$ cat config.mk
export PLATFORM = sky130hd
export DESIGN_NAME = prime_test_and_count
export DESIGN_NICKNAME = d
export VERILOG_FILES = /design/src/ptc_pkg.sv /design/src/ptc_ctrl.sv /design/src/ptc_datapath.sv /design/src/prime_test_and_count.sv
export SDC_FILE = /design/constraint.sdc
export NUM_CORES = 1
export LEC_CHECK = 0
export ABC_AREA = 1
export BUFFER_PORTS_ARGS = -buffer_cell sky130_fd_sc_hd__clkbuf_2
export CORE_MARGIN = 5
export CORE_UTILIZATION = 61
export CTS_CLUSTER_DIAMETER = 60
export CTS_CLUSTER_SIZE = 8
export DETAILED_ROUTE_END_ITERATION = 7
export GPL_TIMING_DRIVEN = 0
export PLACE_DENSITY_LB_ADDON = 0.1
export SYNTH_ARGS = -nofsm -noshare
export SYNTH_HDL_FRONTEND = slang
export SYNTH_SLANG_ARGS = --single-unit
$ cat constraint.sdc
create_clock -name clk -period 4.4 [get_ports clk]
set_input_delay 0.88 -clock clk [delete_from_list [all_inputs] [get_ports clk]]
set_output_delay 0.88 -clock clk [all_outputs]
set_load 0.02 [all_outputs]
$ cat src/ptc_pkg.sv
// shared constants and controller/datapath interface types for the prime tester
package ptc_pkg;

  // width of the candidate number inside the datapath
  localparam int VALUE_BITS = 32;
  // trial divisor width, enough to pass the square root of the largest value
  localparam int DIV_BITS   = VALUE_BITS / 2 + 1;
  // width of the running divisor square
  localparam int SQ_BITS    = 2 * DIV_BITS;
  // index of one bit of the dividend
  localparam int BIT_W      = $clog2(VALUE_BITS);
  // running prime count
  localparam int COUNT_BITS = 32;
  // stream widths
  localparam int IN_BITS    = 32;
  localparam int OUT_BITS   = 40;

  // commands from the controller to the datapath
  typedef struct packed {
    logic load;       // capture a new word from the input stream
    logic start_div;  // clear remainder, point at the top dividend bit
    logic step;       // one restoring division step
    logic next_div;   // move on to the next odd divisor
    logic emit;       // write the result register
    logic prime;      // verdict to emit
  } cmd_t;

  // status from the datapath to the controller
  typedef struct packed {
    logic le_one;     // value is 0 or 1
    logic is_two;     // value is 2
    logic is_even;    // low bit clear
    logic past_bound; // divisor squared exceeds value
    logic last_bit;   // division step on the lowest dividend bit
    logic rem_zero;   // remainder of the finished division is zero
    logic out_busy;   // result register still holds an untaken word
  } status_t;

endpackage

$ cat src/ptc_ctrl.sv
// controller state machine sequencing the trial-division test
module ptc_ctrl (
  input  logic             clk,
  input  logic             rst,
  input  logic             s_tvalid,
  output logic             s_tready,
  input  ptc_pkg::status_t status,
  output ptc_pkg::cmd_t    cmd
);
  import ptc_pkg::*;

  localparam logic [2:0] ST_IDLE   = 3'd0;
  localparam logic [2:0] ST_CHECK  = 3'd1;
  localparam logic [2:0] ST_DIVIDE = 3'd2;
  localparam logic [2:0] ST_TEST   = 3'd3;
  localparam logic [2:0] ST_DONE   = 3'd4;

  logic [2:0] state;
  logic [2:0] state_next;
  logic       prime;
  logic       prime_next;

  // state and verdict registers
  always_ff @(posedge clk) begin
    if (rst) begin
      state <= ST_IDLE;
      prime <= 1'b0;
    end else begin
      state <= state_next;
      prime <= prime_next;
    end
  end

  assign s_tready = (state == ST_IDLE);

  // next state and datapath commands
  always_comb begin
    state_next    = state;
    prime_next    = prime;
    cmd           = '0;
    cmd.prime     = prime;
    case (state)
      ST_IDLE: begin
        if (s_tvalid) begin
          cmd.load   = 1'b1;
          state_next = ST_CHECK;
        end
      end
      ST_CHECK: begin
        if (status.le_one) begin
          prime_next = 1'b0;
          state_next = ST_DONE;
        end else if (status.is_two) begin
          prime_next = 1'b1;
          state_next = ST_DONE;
        end else if (status.is_even) begin
          prime_next = 1'b0;
          state_next = ST_DONE;
        end else if (status.past_bound) begin
          prime_next = 1'b1;
          state_next = ST_DONE;
        end else begin
          cmd.start_div = 1'b1;
          state_next    = ST_DIVIDE;
        end
      end
      ST_DIVIDE: begin
        cmd.step = 1'b1;
        if (status.last_bit) begin
          state_next = ST_TEST;
        end
      end
      ST_TEST: begin
        if (status.rem_zero) begin
          prime_next = 1'b0;
          state_next = ST_DONE;
        end else begin
          cmd.next_div = 1'b1;
          state_next   = ST_CHECK;
        end
      end
      ST_DONE: begin
        if (!status.out_busy) begin
          cmd.emit   = 1'b1;
          state_next = ST_IDLE;
        end
      end
      default: begin
        state_next = ST_IDLE;
      end
    endcase
  end

endmodule

$ cat src/ptc_datapath.sv
// datapath: candidate, odd divisor and square, bit-serial remainder, count, result
module ptc_datapath (
  input  logic                           clk,
  input  logic                           rst,
  input  ptc_pkg::cmd_t                  cmd,
  output ptc_pkg::status_t               status,
  input  logic [ptc_pkg::IN_BITS-1:0]    s_tdata,
  input  logic                           s_tlast,
  output logic                           m_tvalid,
  input  logic                           m_tready,
  output logic [ptc_pkg::OUT_BITS-1:0]   m_tdata,
  output logic                           m_tlast
);
  import ptc_pkg::*;

  logic [VALUE_BITS-1:0] num;
  logic                  last;
  logic [DIV_BITS-1:0]   div;
  logic [SQ_BITS-1:0]    sq;
  logic [DIV_BITS-1:0]   rem;
  logic [BIT_W-1:0]      bit_idx;
  logic [COUNT_BITS-1:0] count;
  logic [COUNT_BITS-1:0] count_next;
  logic                  out_valid;
  logic                  out_prime;
  logic [COUNT_BITS-1:0] out_count;
  logic                  out_last;
  logic [DIV_BITS:0]     trial;
  logic [DIV_BITS:0]     trial_sub;

  // restoring division step: bring down one dividend bit
  assign trial     = {rem, num[bit_idx]};
  assign trial_sub = trial - {1'b0, div};

  // candidate, divisor and square
  always_ff @(posedge clk) begin
    if (cmd.load) begin
      num  <= VALUE_BITS'(s_tdata);
      last <= s_tlast;
      div  <= DIV_BITS'(3);
      sq   <= SQ_BITS'(9);
    end else if (cmd.next_div) begin
      // (d + 2)^2 = d^2 + 4d + 4
      div  <= div + DIV_BITS'(2);
      sq   <= sq + (SQ_BITS'(div) << 2) + SQ_BITS'(4);
    end
  end

  // remainder and bit pointer
  always_ff @(posedge clk) begin
    if (cmd.start_div) begin
      rem     <= '0;
      bit_idx <= BIT_W'(VALUE_BITS - 1);
    end else if (cmd.step) begin
      rem     <= trial_sub[DIV_BITS] ? trial[DIV_BITS-1:0] : trial_sub[DIV_BITS-1:0];
      bit_idx <= bit_idx - BIT_W'(1);
    end
  end

  // running count of primes in the open range
  assign count_next = count + COUNT_BITS'(cmd.prime);

  always_ff @(posedge clk) begin
    if (rst) begin
      count <= '0;
    end else if (cmd.emit) begin
      count <= last ? '0 : count_next;
    end
  end

  // result register
  always_ff @(posedge clk) begin
    if (rst) begin
      out_valid <= 1'b0;
    end else if (cmd.emit) begin
      out_valid <= 1'b1;
    end else if (m_tready) begin
      out_valid <= 1'b0;
    end
  end

  always_ff @(posedge clk) begin
    if (cmd.emit) begin
      out_prime <= cmd.prime;
      out_count <= count_next;
      out_last  <= last;
    end
  end

  assign m_tvalid = out_valid;
  assign m_tdata  = OUT_BITS'({out_count, out_prime});
  assign m_tlast  = out_last;

  // status flags
  always_comb begin
    status.le_one     = (num <= VALUE_BITS'(1));
    status.is_two     = (num == VALUE_BITS'(2));
    status.is_even    = ~num[0];
    status.past_bound = (sq > SQ_BITS'(num));
    status.last_bit   = (bit_idx == '0);
    status.rem_zero   = (rem == '0);
    status.out_busy   = out_valid & ~m_tready;
  end

endmodule

$ cat src/prime_test_and_count.sv
// top level of the trial-division prime tester with running prime count
//
// Input stream: one word per candidate; s_tdata carries the number, s_tlast
// marks the last number of a counted range. Output stream: one word per
// input word, in order; m_tdata carries the verdict and the count of primes
// in the range so far including this word, m_tlast echoes the range mark
// and the count starts again from zero after such a word.
// No divisor is tried for 0, 1, even numbers and odd numbers below 9; the
// verdict is settled by the checks alone. Each odd divisor tried takes
// a bound check, 32 division steps and a remainder test. Divisors
// 3, 5, 7, ... are tried while d*d <= n; a prime runs through all of them,
// a composite stops at the divisor that hits. The remainder is formed
// one dividend bit per cycle by a single restoring subtractor. The next
// word can be taken in the cycle after the result is written.
// One number is in work at a time; s_tready is high only while idle, and
// a new word may be taken while the previous result still waits in the
// output register. If the receiver stalls, a finished result waits in the
// controller until that register is free.
// Reset (rst, synchronous) empties the output register, clears the count
// and returns the controller to idle.
module prime_test_and_count (
  input  logic                         clk,
  input  logic                         rst,
  input  logic                         s_tvalid,
  output logic                         s_tready,
  input  logic [ptc_pkg::IN_BITS-1:0]  s_tdata,  // [31:0] value
  input  logic                         s_tlast,  // last_in_range
  output logic                         m_tvalid,
  input  logic                         m_tready,
  output logic [ptc_pkg::OUT_BITS-1:0] m_tdata,  // [0] is_prime, [32:1] prime_count
  output logic                         m_tlast   // range_done
);
  import ptc_pkg::*;

  cmd_t    cmd;
  status_t status;

  // sequencing
  ptc_ctrl u_ctrl (
    .clk      (clk),
    .rst      (rst),
    .s_tvalid (s_tvalid),
    .s_tready (s_tready),
    .status   (status),
    .cmd      (cmd)
  );

  // arithmetic and result register
  ptc_datapath u_datapath (
    .clk      (clk),
    .rst      (rst),
    .cmd      (cmd),
    .status   (status),
    .s_tdata  (s_tdata),
    .s_tlast  (s_tlast),
    .m_tvalid (m_tvalid),
    .m_tready (m_tready),
    .m_tdata  (m_tdata),
    .m_tlast  (m_tlast)
  );

endmodule

==> run_summary.xml, run 1 <==
<?xml version="1.0" encoding="UTF-8"?>
<metrics>
  <group name="status">
    <metric name="run_status" unit="">finished clean</metric>
  </group>
  <group name="worst_setup_path">
    <metric name="cp-start-kind" unit="">flip-flop</metric>
    <metric name="rr_endpoint" unit="">u_datapath.rem[10]</metric>
    <metric name="crit_path_max_fanout" unit="">10</metric>
    <metric name="worstSetupEndpoint" unit="">u_datapath.rem[10]</metric>
    <metric name="crit-reg2reg-launch" unit="">u_datapath.bit_idx[0]</metric>
    <metric name="critPathLaunch" unit="">u_datapath.bit_idx[0]</metric>
    <metric name="wp_data_required" unit="ps">4720</metric>
    <metric name="regToRegSetupSlack" unit="ps">1310</metric>
    <metric name="cp_data_arrival_time" unit="ps">3410</metric>
    <metric name="path_class" unit="">flip-flop to flip-flop</metric>
    <metric name="r2r.worst_path.cells" unit="">22</metric>
    <metric name="critPathCaptureType" unit="">flip-flop</metric>
  </group>
  <group name="floorplanning">
    <metric name="num_io_pins" unit="">80</metric>
    <metric name="num_rows" unit="">47</metric>
    <metric name="initial_utilization" unit="%">61.5</metric>
    <metric name="die_h" unit="um">139</metric>
    <metric name="core_area" unit="mm^2">0.0165</metric>
    <metric name="die_w" unit="um">139</metric>
    <metric name="dieArea" unit="mm^2">0.0193</metric>
  </group>
  <group name="sta">
    <metric name="report.final.slew_viol_count" unit="">0</metric>
    <metric name="final-setup-viol-count" unit="">0</metric>
    <metric name="timing_hold_violations_final" unit="">0</metric>
    <metric name="fin_setup_tns" unit="ps">0</metric>
    <metric name="finClkSkew" unit="ps">11.3</metric>
    <metric name="max_freq" unit="MHz">323</metric>
    <metric name="timing.final.ws_setup" unit="ps">1310</metric>
    <metric name="setup_repair_after_global_routing_missed_its_margin" unit="">no</metric>
    <metric name="relSlewSlack" unit="%">32.2</metric>
    <metric name="worst-slew-pin-transition" unit="ps">1010</metric>
    <metric name="final_min_period_over_clock_period" unit="%">70.3</metric>
    <metric name="final_period_minus_worst_setup_slack" unit="ps">3090</metric>
  </group>
  <group name="yosys">
    <metric name="synth_top_area_share" unit="%">20.9</metric>
    <metric name="top_area_cells_in_the_synthesized_netlist" unit="">dfxtp_1, edfxtp_1, nand2_1, ha_1, inv_1</metric>
    <metric name="synth_seq_area_share" unit="%">40.8</metric>
    <metric name="synth_largest_area_cell" unit="">dfxtp_1</metric>
    <metric name="synth_edf_count" unit="">67</metric>
    <metric name="synth_ff_type" unit="">dfxtp_1</metric>
    <metric name="synth-async-reset-ratio" unit="%">0</metric>
    <metric name="register_bit_count_reported_by_yosys" unit="">173</metric>
    <metric name="syn_avg_cell_area" unit="um^2">7.81</metric>
    <metric name="ys_warn_count" unit="">0</metric>
    <metric name="post_synth_num_cell_types" unit="">49</metric>
    <metric name="synthesis.area" unit="mm^2">0.0101</metric>
    <metric name="synthCells" unit="">1297</metric>
  </group>
  <group name="pwr">
    <metric name="static-leakage-power" unit="nW">5.22</metric>
    <metric name="power_total" unit="mW">5.89</metric>
    <metric name="internal-power" unit="mW">3.53</metric>
    <metric name="power.share.clock" unit="%">24.9</metric>
    <metric name="combPwrFrac" unit="%">39.7</metric>
    <metric name="power.density" unit="mW/mm^2">518</metric>
    <metric name="p_sw" unit="mW">2.36</metric>
    <metric name="seq_power_share" unit="%">35.4</metric>
    <metric name="worst_ir_drop_vdd" unit="V">0.000384</metric>
    <metric name="sw_frac_of_total" unit="%">40.1</metric>
  </group>
  <group name="place">
    <metric name="routabilityCongestion" unit="">0.948</metric>
    <metric name="placed_cells_incl_taps" unit="">1595</metric>
    <metric name="dp_worst_setup_slack" unit="ps">1160</metric>
    <metric name="port_buffers" unit="">71</metric>
    <metric name="dp_hpwl" unit="mm">18.9</metric>
  </group>
  <group name="clocking">
    <metric name="insertion_delay_to_the_later_sink_of_the_worst_skew_pair" unit="ps">430</metric>
    <metric name="cts_max_level" unit="">4</metric>
    <metric name="clkSinkCount" unit="">173</metric>
    <metric name="max-clock-path-buffers" unit="">2</metric>
    <metric name="cts_hold_buf" unit="">0</metric>
    <metric name="cts_tree" unit="">done</metric>
    <metric name="cts-buffers-inserted" unit="">17</metric>
    <metric name="postCtsSetupRepairBufs" unit="">0</metric>
    <metric name="cts-root-buf" unit="">clkbuf_16</metric>
    <metric name="clkSlewWorstSetupHoldPaths" unit="ps">70</metric>
    <metric name="post_cts_resize_count" unit="">0</metric>
  </group>
  <group name="finish">
    <metric name="fillerInstances" unit="">1388</metric>
    <metric name="final_nets" unit="">1514</metric>
    <metric name="fin_cells" unit="">1627</metric>
    <metric name="antenna_cells" unit="">0</metric>
    <metric name="layout_common_cells" unit="">nand2_1, inv_1, a21oi_1, dfxtp_1</metric>
    <metric name="post_route_cells_drive_above_1_share" unit="%">10.2</metric>
    <metric name="leading_cell_type_in_the_layout_fill_and_taps_excluded" unit="">nand2_1</metric>
    <metric name="syn2layout_area_growth" unit="%">12.4</metric>
  </group>
  <group name="global_routing">
    <metric name="grt_pass1_wl" unit="mm">40.4</metric>
    <metric name="grt_max_degree" unit="">37</metric>
    <metric name="grt_usage" unit="%">25.6</metric>
    <metric name="antenna_violations_before_repair" unit="">0</metric>
    <metric name="grt.overflow.total" unit="">0</metric>
    <metric name="first_global_vias" unit="">8168</metric>
  </group>
  <group name="worst_hold_path">
    <metric name="hold_path.class" unit="">flip-flop to flip-flop</metric>
  </group>
  <group name="routing">
    <metric name="drt-pass1-iter-count" unit="">7</metric>
    <metric name="routed_wl" unit="mm">24.5</metric>
    <metric name="wl_per_cell" unit="um">15.1</metric>
    <metric name="remaining_antenna_violation_count" unit="">0</metric>
    <metric name="number_of_vias_per_cell_after_detailed_routing" unit="">5.44</metric>
    <metric name="first_iter_violations" unit="">580</metric>
    <metric name="dr_total_vias" unit="">8852</metric>
    <metric name="detail_route.drc_violations" unit="">0</metric>
  </group>
  <group name="run">
    <metric name="cap_violations" unit="">0</metric>
  </group>
</metrics>
sequential cells by signal, summed over array words and instances (netlist names):
name,cells
u_datapath.count,32
u_datapath.num,32
u_datapath.out_count,32
u_datapath.sq,31
u_datapath.rem,17
u_datapath.div,16
u_datapath.bit_idx,5
u_ctrl.state,3
u_ctrl.prime,1
u_datapath.last,1
u_datapath.m_tlast,1
u_datapath.m_tvalid,1
u_datapath.out_prime,1
metrics by stage:
| stage | cell area, um^2 | utilization (%) | hold slack, ps |
|---|---|---|---|
| after floorplan | 10200 | - | 427 |
| after global placement | 10800 | 65.5 | 452 |
| after detailed placement | 10800 | 65.7 | 454 |
| after CTS | 11400 | 69.1 | 474 |
| after global routing | 11400 | 69.1 | 498 |
| final | 11400 | 69.1 | 473 |
critical path: stages, from the launching register on:
cell and delay [ps]:
dfxtp_1 310, inv_1 190, buf_4 230, nand2_1 70, nand3_1 60, nand3_1 70
nand3_1 120, nand2_1 130, nand2_1 150, inv_2 80, fa_1 400, nand3_1 120
nand2_1 90, nand2_1 90, nand2_1 60, a21oi_1 180, o21ai_0 170, nand3_1 140
nand2_1 60, nand2_1 50, nand3_1 70, o211ai_1 90, nand2_1 60
worst min path at each step:
stage / start / endpoint / slack [ps] / depth (start not counted)
2_1_floorplan: u_datapath.last / u_datapath.m_tlast / 430 / 0
3_3_place_gp: u_ctrl.prime / u_datapath.out_prime / 450 / 0
3_5_place_dp: u_ctrl.prime / u_datapath.out_prime / 450 / 0
4_1_cts: u_ctrl.prime / u_datapath.out_prime / 470 / 0
5_1_grt: u_ctrl.prime / u_datapath.out_prime / 500 / 0
6_report: u_ctrl.prime / u_datapath.out_prime / 470 / 0
area by class of cell:
class                      count  area, um^2  share of cell area, %
clock inverter                13         129                   1.13
clock buffer                  19         443                   3.89
timing repair buffer          72         375                   3.30
buffer                        38         203                   1.78
inverter                     165         621                   5.45
sequential                   173        4130                   36.3
multi-input combinational    927        5200                   45.7
tap                          220         275                   2.42
routing by layer:
layer | GRT usage, % | vias up | share of wire, %
met5 | 0 | - | 0
li1 | - | 4528 | -
met1 | 33.9 | 4024 | 44
met4 | 7.57 | 0 | 1.7
met3 | 5.07 | 29 | 6.8
met2 | 42.6 | 271 | 47
logic make-up (layout without fill, tap and decap cells):
kind of cell	count (synthesis)	count (layout)	synth area share (%)
other	1	7	0.0370
buffers and inverters	203	307	8.11
adders and majority gates	83	83	10.4
AOI/OAI and AO/OA	220	220	11.9
and+or+nand+nor	565	565	24.3
DFF	173	173	40.8
xor gates and xnor gates	52	52	4.50
cell usage after synthesis, drive strengths merged, types with 2 or more instances:
master,count
a211oi,2
a21o,6
a21oi,116
a22oi,2
a31oi,3
and3,2
buf,18
clkbuf,20
dfxtp,106
edfxtp,67
fa,2
ha,81
inv,164
nand2,309
nand3,88
nand4,22
nor2,89
nor3,35
nor3b,2
nor4,11
o211ai,14
o21a,5
o21ai,64
o21bai,4
or2,5
xnor2,13
xor2,39
power groups by stage:
stage	Clock (mW)	Combinational (mW)	Sequential [mW]
final	1.47	2.34	2.08
after global routing	1.56	2.64	2.11
after CTS	1.49	2.32	2.08
after detailed placement	0	2.30	2.12
after global placement	0	2.25	2.12
after floorplan	0	1.68	2.11
Power figures use the tool's default switching activity.
==> run 2: changes to the inputs <==
ABC_AREA = 0   (was 1)
clock period = 3.1 ns   (was 4.4 ns; I/O delays follow)
==> run 2 against run 1 <==
Net effect:
- clock power rose by 46%
- die area fell by 3.4%
- first-iteration DRC count fell by 3.8%
- the run now ends with setup timing left
==> run_summary.xml, run 2 <==
<?xml version="1.0" encoding="UTF-8"?>
<metrics>
  <group name="routing">
    <metric name="wl_per_cell" unit="um">16.9</metric>
    <metric name="routed_wl" unit="mm">22.9</metric>
    <metric name="number_of_vias_per_cell_after_detailed_routing" unit="">5.76</metric>
    <metric name="drt-pass1-iter-count" unit="">6</metric>
    <metric name="dr_total_vias" unit="">7776</metric>
    <metric name="first_iter_violations" unit="">558</metric>
    <metric name="detail_route.drc_violations" unit="">0</metric>
    <metric name="remaining_antenna_violation_count" unit="">0</metric>
  </group>
  <group name="yosys">
    <metric name="synth-compound-area-share" unit="%">14.7</metric>
    <metric name="ys_warn_count" unit="">0</metric>
    <metric name="synth-async-reset-ratio" unit="%">0</metric>
    <metric name="synth_top_area_share" unit="%">21.7</metric>
    <metric name="synth_most_common_cell" unit="">dfxtp_1</metric>
    <metric name="yosys.area_share.xor_xnor" unit="%">7.91</metric>
    <metric name="top_area_cells_in_the_synthesized_netlist" unit="">dfxtp_1, edfxtp_1, ha_1, xnor2_1, nor2_1</metric>
    <metric name="ys_top_cells_by_count" unit="">dfxtp_1, nor2_1, ha_1, nand2_1, edfxtp_1</metric>
    <metric name="synth_top_family_by_area" unit="">simple AND/OR/NAND/NOR gates</metric>
    <metric name="synthCells" unit="">990</metric>
    <metric name="syn_avg_cell_area" unit="um^2">9.86</metric>
    <metric name="synth_largest_area_cell" unit="">dfxtp_1</metric>
    <metric name="synth.mux.area_fraction" unit="%">4.23</metric>
    <metric name="register_bit_count_reported_by_yosys" unit="">173</metric>
    <metric name="synth_ff_type" unit="">dfxtp_1</metric>
    <metric name="synth_adder_area_share" unit="%">10.8</metric>
    <metric name="post_synthesis_share_of_cell_area_spent_on_and_or_nand_and_nor_gates" unit="%">15.6</metric>
    <metric name="synth_edf_count" unit="">67</metric>
    <metric name="synthesis.area" unit="mm^2">0.00976</metric>
    <metric name="post_synth_num_cell_types" unit="">74</metric>
    <metric name="synth_seq_area_share" unit="%">42.3</metric>
  </group>
  <group name="place">
    <metric name="dp_hpwl" unit="mm">16.2</metric>
    <metric name="placement.cell_area" unit="mm^2">0.0105</metric>
    <metric name="placed_cells_incl_taps" unit="">1285</metric>
    <metric name="port_buffers" unit="">72</metric>
    <metric name="routabilityCongestion" unit="">0.858</metric>
  </group>
  <group name="finish">
    <metric name="antenna_cells" unit="">0</metric>
    <metric name="reg_top3" unit="">u_datapath.count x32, u_datapath.num x32, u_datapath.out_count x32</metric>
    <metric name="register_area" unit="mm^2">0.00415</metric>
    <metric name="layout.cell_area.non_filler" unit="mm^2">0.0116</metric>
    <metric name="syn2layout_area_growth" unit="%">18.3</metric>
    <metric name="final_standard_cell_utilization_of_the_core" unit="%">73.3</metric>
    <metric name="fillerInstances" unit="">1177</metric>
    <metric name="fin_cells" unit="">1349</metric>
    <metric name="layout_common_cells" unit="">dfxtp_1, nor2_1, ha_1, clkbuf_2, nand2_1</metric>
    <metric name="multi_input_comb_area" unit="mm^2">0.00541</metric>
    <metric name="final_nets" unit="">1240</metric>
    <metric name="post_route_cells_drive_above_1_share" unit="%">20.3</metric>
    <metric name="leading_cell_type_in_the_layout_fill_and_taps_excluded" unit="">dfxtp_1</metric>
  </group>
  <group name="sta">
    <metric name="worst-slew-pin-transition" unit="ps">1330</metric>
    <metric name="holdWs" unit="ps">361</metric>
    <metric name="max_freq" unit="MHz">279</metric>
    <metric name="timing_hold_violations_final" unit="">0</metric>
    <metric name="final-setup-viol-count" unit="">7</metric>
    <metric name="finClkSkew" unit="ps">8.63</metric>
    <metric name="report.final.slew_viol_count" unit="">0</metric>
    <metric name="timing.final.ws_setup" unit="ps">-480</metric>
    <metric name="final_period_minus_worst_setup_slack" unit="ps">3580</metric>
    <metric name="setup_repair_after_global_routing_missed_its_margin" unit="">yes</metric>
    <metric name="relSlewSlack" unit="%">10.3</metric>
    <metric name="final_min_period_over_clock_period" unit="%">115</metric>
  </group>
  <group name="worst_setup_path">
    <metric name="cp_data_arrival_time" unit="ps">3900</metric>
    <metric name="wp_data_required" unit="ps">3420</metric>
    <metric name="path_common_cell" unit="">a21oi_2</metric>
    <metric name="critical-path-top-delay-family" unit="">compound AO/OA/AOI/OAI gates</metric>
    <metric name="critPathCaptureType" unit="">flip-flop</metric>
    <metric name="cp-start-kind" unit="">flip-flop</metric>
    <metric name="critical_path.n_buffers_inverters" unit="">0</metric>
    <metric name="regToRegSetupSlack" unit="ps">-480</metric>
    <metric name="cp_slowest_cell" unit="">mux4_2</metric>
    <metric name="path_class" unit="">flip-flop to flip-flop</metric>
    <metric name="critical_path.cell_chain" unit="">mux4_2 &gt; mux2i_2 &gt; o221ai_2 &gt; o21a_4 &gt; fa_2 &gt; a21o_1 &gt; a21oi_2 &gt; o21ai_2 &gt; o41ai_4 &gt; o211ai_1 &gt; a31o_2 &gt; a21oi_2 &gt; xor2_1 &gt; nor3_1 &gt; a211o_1</metric>
    <metric name="cpPeakStageDelay" unit="ps">510</metric>
    <metric name="crit_path_max_fanout" unit="">3</metric>
  </group>
  <group name="pwr">
    <metric name="power.density" unit="mW/mm^2">752</metric>
    <metric name="static-leakage-power" unit="nW">5.09</metric>
    <metric name="power_total" unit="mW">8.68</metric>
    <metric name="worst_ir_drop_vdd" unit="V">0.000535</metric>
  </group>
  <group name="worst_hold_path">
    <metric name="hold_path.class" unit="">input pin to flip-flop</metric>
  </group>
  <group name="clocking">
    <metric name="max-clock-path-buffers" unit="">2</metric>
    <metric name="cts-buffers-inserted" unit="">17</metric>
    <metric name="cts_tree" unit="">done</metric>
    <metric name="cts_max_level" unit="">4</metric>
    <metric name="clkSlewWorstSetupHoldPaths" unit="ps">70</metric>
    <metric name="cts-root-buf" unit="">clkbuf_16</metric>
    <metric name="clkSinkCount" unit="">173</metric>
    <metric name="insertion_delay_to_the_later_sink_of_the_worst_skew_pair" unit="ps">430</metric>
  </group>
  <group name="global_routing">
    <metric name="grt_max_degree" unit="">43</metric>
    <metric name="first_global_vias" unit="">7501</metric>
    <metric name="grt_pass1_wl" unit="mm">36.9</metric>
    <metric name="grt_usage" unit="%">25.1</metric>
    <metric name="antenna_violations_before_repair" unit="">0</metric>
    <metric name="grt.overflow.total" unit="">0</metric>
  </group>
  <group name="status">
    <metric name="failing_checks" unit="">setup timing</metric>
    <metric name="run_status" unit="">finished, violations left</metric>
  </group>
  <group name="floorplanning">
    <metric name="num_rows" unit="">46</metric>
    <metric name="core_area" unit="mm^2">0.0158</metric>
    <metric name="num_io_pins" unit="">80</metric>
    <metric name="dieArea" unit="mm^2">0.0186</metric>
    <metric name="initial_utilization" unit="%">61.9</metric>
    <metric name="die_w" unit="um">137</metric>
    <metric name="die_h" unit="um">137</metric>
  </group>
  <group name="run">
    <metric name="cap_violations" unit="">0</metric>
  </group>
</metrics>
==> run 2: changes by cell type after synthesis, moves of 18 or more <==
| cell | delta |
|---|---|
| nand2_1 | -237 |
| inv_1 | -101 |
| nand3_1 | -57 |
| a21oi_1 | -54 |
| xnor2_1 | +41 |
| o21ai_0 | -30 |
| a21o_1 | +21 |
| mux2i_1 | +21 |
| nor3_1 | -21 |
| a22oi_1 | +18 |
| and3_1 | +18 |
==> run 2: kinds of logic (layout without fill, tap and decap cells) <==
logic type,Yosys count,count (layout)
AO/OA/AOI/OAI,212,212
buffers and inverters,98,235
other,1,7
adder cells (fa/ha/maj),83,83
AND/OR/NAND/NOR,307,307
XOR/XNOR,86,86
multiplexers,30,30
flip-flops,173,173
==> run 2: metrics by stage <==
| step | worst slack, ps | TNS [ps] |
|---|---|---|
| 2_1_floorplan | -414 | -762 |
| 3_3_place_gp | -759 | -19070 |
| 3_5_place_dp | -793 | -10330 |
| 4_1_cts | -500 | -2340 |
| 5_1_grt | -645 | -3430 |
| 6_report | -480 | -1350 |
==> run 2: area by class of cell <==
type                       instances  share of cell area, %
multi-input combinational        725                   46.8
sequential                       173                   35.9
timing repair buffer             107                   6.17
clock buffer                      19                   3.75
tap                              216                   2.34
inverter                          61                   1.98
buffer                            35                   1.68
clock inverter                    13                   1.34
==> run 2: what timing repair did <==
action,4_1_cts,5_1_grt
hold buffers,0,0
setup endpoints to repair,33,37
gates resized for setup,32,36
setup buffers,24,18
pin swaps,16,40
cloned,0,2
==> run 2: path summary, 6_finish.rpt <==
path,from,endpoint,cells after the start
worst max-delay path,u_datapath.num[31],u_datapath.rem[16],15
worst min-delay path,s_tdata[22],u_datapath.num[22],1
worst max register to register,u_datapath.num[31],u_datapath.rem[16],15
worst min register to register,u_datapath.div[2],u_datapath.div[2],2
==> run 2: per-layer routing <==
| layer | track usage (%) | routed length (um) | vias to the layer above |
|---|---|---|---|
| met5 | 0 | 0 | - |
| met4 | 8.34 | 450 | 0 |
| met3 | 3.53 | 1110 | 36 |
| met2 | 42.0 | 11100 | 224 |
| met1 | 33.5 | 10200 | 3693 |
| li1 | - | - | 3823 |
==> run 2: report_power, final <==
group	internal, mW	total, mW	leakage (nW)	switching [mW]
logic	2.06	3.82	3.34	1.76
registers	2.53	2.71	1.46	0.181
clock network	1.21	2.15	0.288	0.939
==> run 3: changes to the inputs <==
CORE_UTILIZATION = 43   (was 61)
==> run 3 against run 2 <==
Net effect:
- the flow still finishes with violations (setup timing)
- die area grew 39%
- register-to-register slack lost 20 ps
- largest cell class unchanged
- first-iteration DRC count shrank 45%
==> run_summary.xml, run 3 (synthesized netlist as in run 2, its figures left out) <==
<?xml version="1.0" encoding="UTF-8"?>
<metrics>
  <group name="floorplanning">
    <metric name="initial_utilization" unit="%">43.4</metric>
    <metric name="num_io_pins" unit="">80</metric>
    <metric name="die_h" unit="um">161</metric>
    <metric name="num_rows" unit="">55</metric>
    <metric name="core_area" unit="mm^2">0.0225</metric>
    <metric name="die_w" unit="um">161</metric>
    <metric name="dieArea" unit="mm^2">0.0258</metric>
  </group>
  <group name="clocking">
    <metric name="cts_tree" unit="">done</metric>
    <metric name="clkSinkCount" unit="">173</metric>
    <metric name="max-clock-path-buffers" unit="">2</metric>
    <metric name="cts-root-buf" unit="">clkbuf_16</metric>
    <metric name="cts-buffers-inserted" unit="">17</metric>
    <metric name="clkSlewWorstSetupHoldPaths" unit="ps">80</metric>
    <metric name="cts_max_level" unit="">4</metric>
    <metric name="insertion_delay_to_the_later_sink_of_the_worst_skew_pair" unit="ps">440</metric>
    <metric name="cts_hold_buf" unit="">0</metric>
  </group>
  <group name="routing">
    <metric name="dr_total_vias" unit="">7597</metric>
    <metric name="number_of_vias_per_cell_after_detailed_routing" unit="">5.27</metric>
    <metric name="remaining_antenna_violation_count" unit="">0</metric>
    <metric name="first_iter_violations" unit="">309</metric>
    <metric name="wl_per_cell" unit="um">16.4</metric>
    <metric name="drt-pass1-iter-count" unit="">4</metric>
    <metric name="routed_wl" unit="mm">23.6</metric>
    <metric name="detail_route.drc_violations" unit="">0</metric>
  </group>
  <group name="finish">
    <metric name="syn2layout_area_growth" unit="%">21.8</metric>
    <metric name="post_route_cells_drive_above_1_share" unit="%">22.6</metric>
    <metric name="final_nets" unit="">1263</metric>
    <metric name="leading_cell_type_in_the_layout_fill_and_taps_excluded" unit="">dfxtp_1</metric>
    <metric name="fin_cells" unit="">1441</metric>
    <metric name="layout_common_cells" unit="">dfxtp_1, nor2_1, ha_1, clkbuf_2, nand2_1</metric>
    <metric name="reg_top3" unit="">u_datapath.count x32, u_datapath.num x32, u_datapath.out_count x32</metric>
    <metric name="fillerInstances" unit="">2055</metric>
    <metric name="final_standard_cell_utilization_of_the_core" unit="%">52.9</metric>
    <metric name="layout.cell_area.non_filler" unit="mm^2">0.0119</metric>
    <metric name="antenna_cells" unit="">0</metric>
  </group>
  <group name="global_routing">
    <metric name="grt_usage" unit="%">17.9</metric>
    <metric name="grt_max_degree" unit="">41</metric>
    <metric name="grt.overflow.total" unit="">0</metric>
    <metric name="grt_pass1_wl" unit="mm">37.4</metric>
    <metric name="antenna_violations_before_repair" unit="">0</metric>
    <metric name="first_global_vias" unit="">7367</metric>
  </group>
  <group name="worst_setup_path">
    <metric name="path_class" unit="">flip-flop to flip-flop</metric>
    <metric name="cp-start-kind" unit="">flip-flop</metric>
    <metric name="cpPeakStageDelay" unit="ps">500</metric>
    <metric name="cp_data_arrival_time" unit="ps">3920</metric>
    <metric name="critical_path.n_buffers_inverters" unit="">1</metric>
    <metric name="critPathCaptureType" unit="">flip-flop</metric>
    <metric name="critical_path.cell_chain" unit="">buf_8 &gt; mux4_2 &gt; mux2i_2 &gt; o221ai_2 &gt; o21a_4 &gt; fa_2 &gt; a21o_1 &gt; a21oi_2 &gt; o21ai_2 &gt; o41ai_4 &gt; o211ai_1 &gt; a31o_2 &gt; a21oi_2 &gt; xor2_1 &gt; nor3_1 &gt; a211o_1</metric>
    <metric name="crit_path_max_fanout" unit="">6</metric>
    <metric name="wp_data_required" unit="ps">3420</metric>
    <metric name="path_common_cell" unit="">a21oi_2</metric>
    <metric name="critical-path-top-delay-family" unit="">compound AO/OA/AOI/OAI gates</metric>
    <metric name="cp_slowest_cell" unit="">mux4_2</metric>
  </group>
  <group name="pwr">
    <metric name="combPwrFrac" unit="%">45.5</metric>
    <metric name="internal-power" unit="mW">5.97</metric>
    <metric name="power_total" unit="mW">9.01</metric>
    <metric name="power.share.clock" unit="%">24.4</metric>
    <metric name="power.density" unit="mW/mm^2">757</metric>
    <metric name="worst_ir_drop_vdd" unit="V">0.000485</metric>
    <metric name="sw_frac_of_total" unit="%">33.7</metric>
    <metric name="static-leakage-power" unit="nW">5.22</metric>
    <metric name="p_sw" unit="mW">3.03</metric>
    <metric name="seq_power_share" unit="%">30.1</metric>
  </group>
  <group name="sta">
    <metric name="finClkSkew" unit="ps">17.0</metric>
    <metric name="worst-slew-pin-transition" unit="ps">829</metric>
    <metric name="timing_hold_violations_final" unit="">0</metric>
    <metric name="final_min_period_over_clock_period" unit="%">116</metric>
    <metric name="setup_repair_after_global_routing_missed_its_margin" unit="">yes</metric>
    <metric name="timing.final.ws_setup" unit="ps">-499</metric>
    <metric name="fin_setup_tns" unit="ps">-2050</metric>
    <metric name="max_freq" unit="MHz">278</metric>
    <metric name="relSlewSlack" unit="%">44.6</metric>
    <metric name="report.final.slew_viol_count" unit="">0</metric>
    <metric name="final_period_minus_worst_setup_slack" unit="ps">3600</metric>
    <metric name="final-setup-viol-count" unit="">12</metric>
  </group>
  <group name="place">
    <metric name="dp_hpwl" unit="mm">17.4</metric>
    <metric name="placed_cells_incl_taps" unit="">1354</metric>
    <metric name="placement.cell_area" unit="mm^2">0.0105</metric>
    <metric name="port_buffers" unit="">72</metric>
    <metric name="routabilityCongestion" unit="">0.821</metric>
  </group>
  <group name="run">
    <metric name="cap_violations" unit="">0</metric>
  </group>
  <group name="status">
    <metric name="failing_checks" unit="">setup timing</metric>
    <metric name="run_status" unit="">finished, violations left</metric>
  </group>
  <group name="worst_hold_path">
    <metric name="hold_path.class" unit="">input pin to flip-flop</metric>
  </group>
</metrics>
-- run 3: cell types whose count changed in the layout (fill, tap and decap cells not counted), sizes merged --
cell / previous run / this run
buf: 47 / 69
clkinvlp: 1 / 0
bufinv: 2 / 1
inv: 66 / 69
-- run 3: worst reg2reg max path, delay by kind of cell, from the launching register on --
kind                     cells  cell delay (ps)
AO/OA/AOI/OAI               10             1740
XOR/XNOR                     1              160
adder cells (fa/ha/maj)      1              360
buffers and inverters        1              120
flip-flops                   1              330
multiplexers                 2              700
AND/OR/NAND/NOR              1               70
-- run 3: final cells by class --
cell class	instances	area, um^2	share of cell area, %
buffer	36	213	1.79
multi-input combinational	725	5440	45.8
inverter	61	231	1.95
clock inverter	14	166	1.40
tap	285	357	3.00
timing repair buffer	129	898	7.55
sequential	173	4150	34.9
clock buffer	18	439	3.69
-- run 3: path summary, 6_finish.rpt --
path                          from                 end  slack (ps)  cells after the start
min reg2reg      u_datapath.div[2]   u_datapath.div[2]         490                      2
max          u_datapath.bit_idx[0]  u_datapath.rem[16]        -500                     16
max reg2reg  u_datapath.bit_idx[0]  u_datapath.rem[16]        -500                     16
min                    s_tdata[29]  u_datapath.num[29]         350                      1
-- run 3: metrics by stage --
stage | setup WS, ps | hold WS [ps]
after floorplan | -414 | 437
after global placement | -811 | 479
after detailed placement | -792 | 487
after CTS | -514 | 334
after global routing | -637 | 331
final | -499 | 352
-- run 3: power groups by stage --
stage | Clock (mW) | Sequential, mW | Combinational, mW
after floorplan | 0 | 2.71 | 2.46
after global placement | 0 | 2.76 | 2.94
after detailed placement | 0 | 2.76 | 2.97
after CTS | 2.25 | 2.71 | 3.56
after global routing | 2.34 | 2.73 | 4.46
final | 2.20 | 2.71 | 4.10
-- run 3: per-layer routing --
metal  share of wire, %  routed length [um]  GRT usage (%)
met1                 48               11400           24.3
met2                 47               11100           30.1
met3                3.4                 797           2.93
met4                1.0                 245           4.30
met5                  0                   0              0
-- run 3: what timing repair did --
action / in CTS / in global routing
gates cloned: 0 / 2
resized for setup: 35 / 42
endpoints found under the hold margin: 0 / 0
endpoints found under the setup margin: 34 / 35
pin swaps: 16 / 37
buffers inserted: 25 / 31
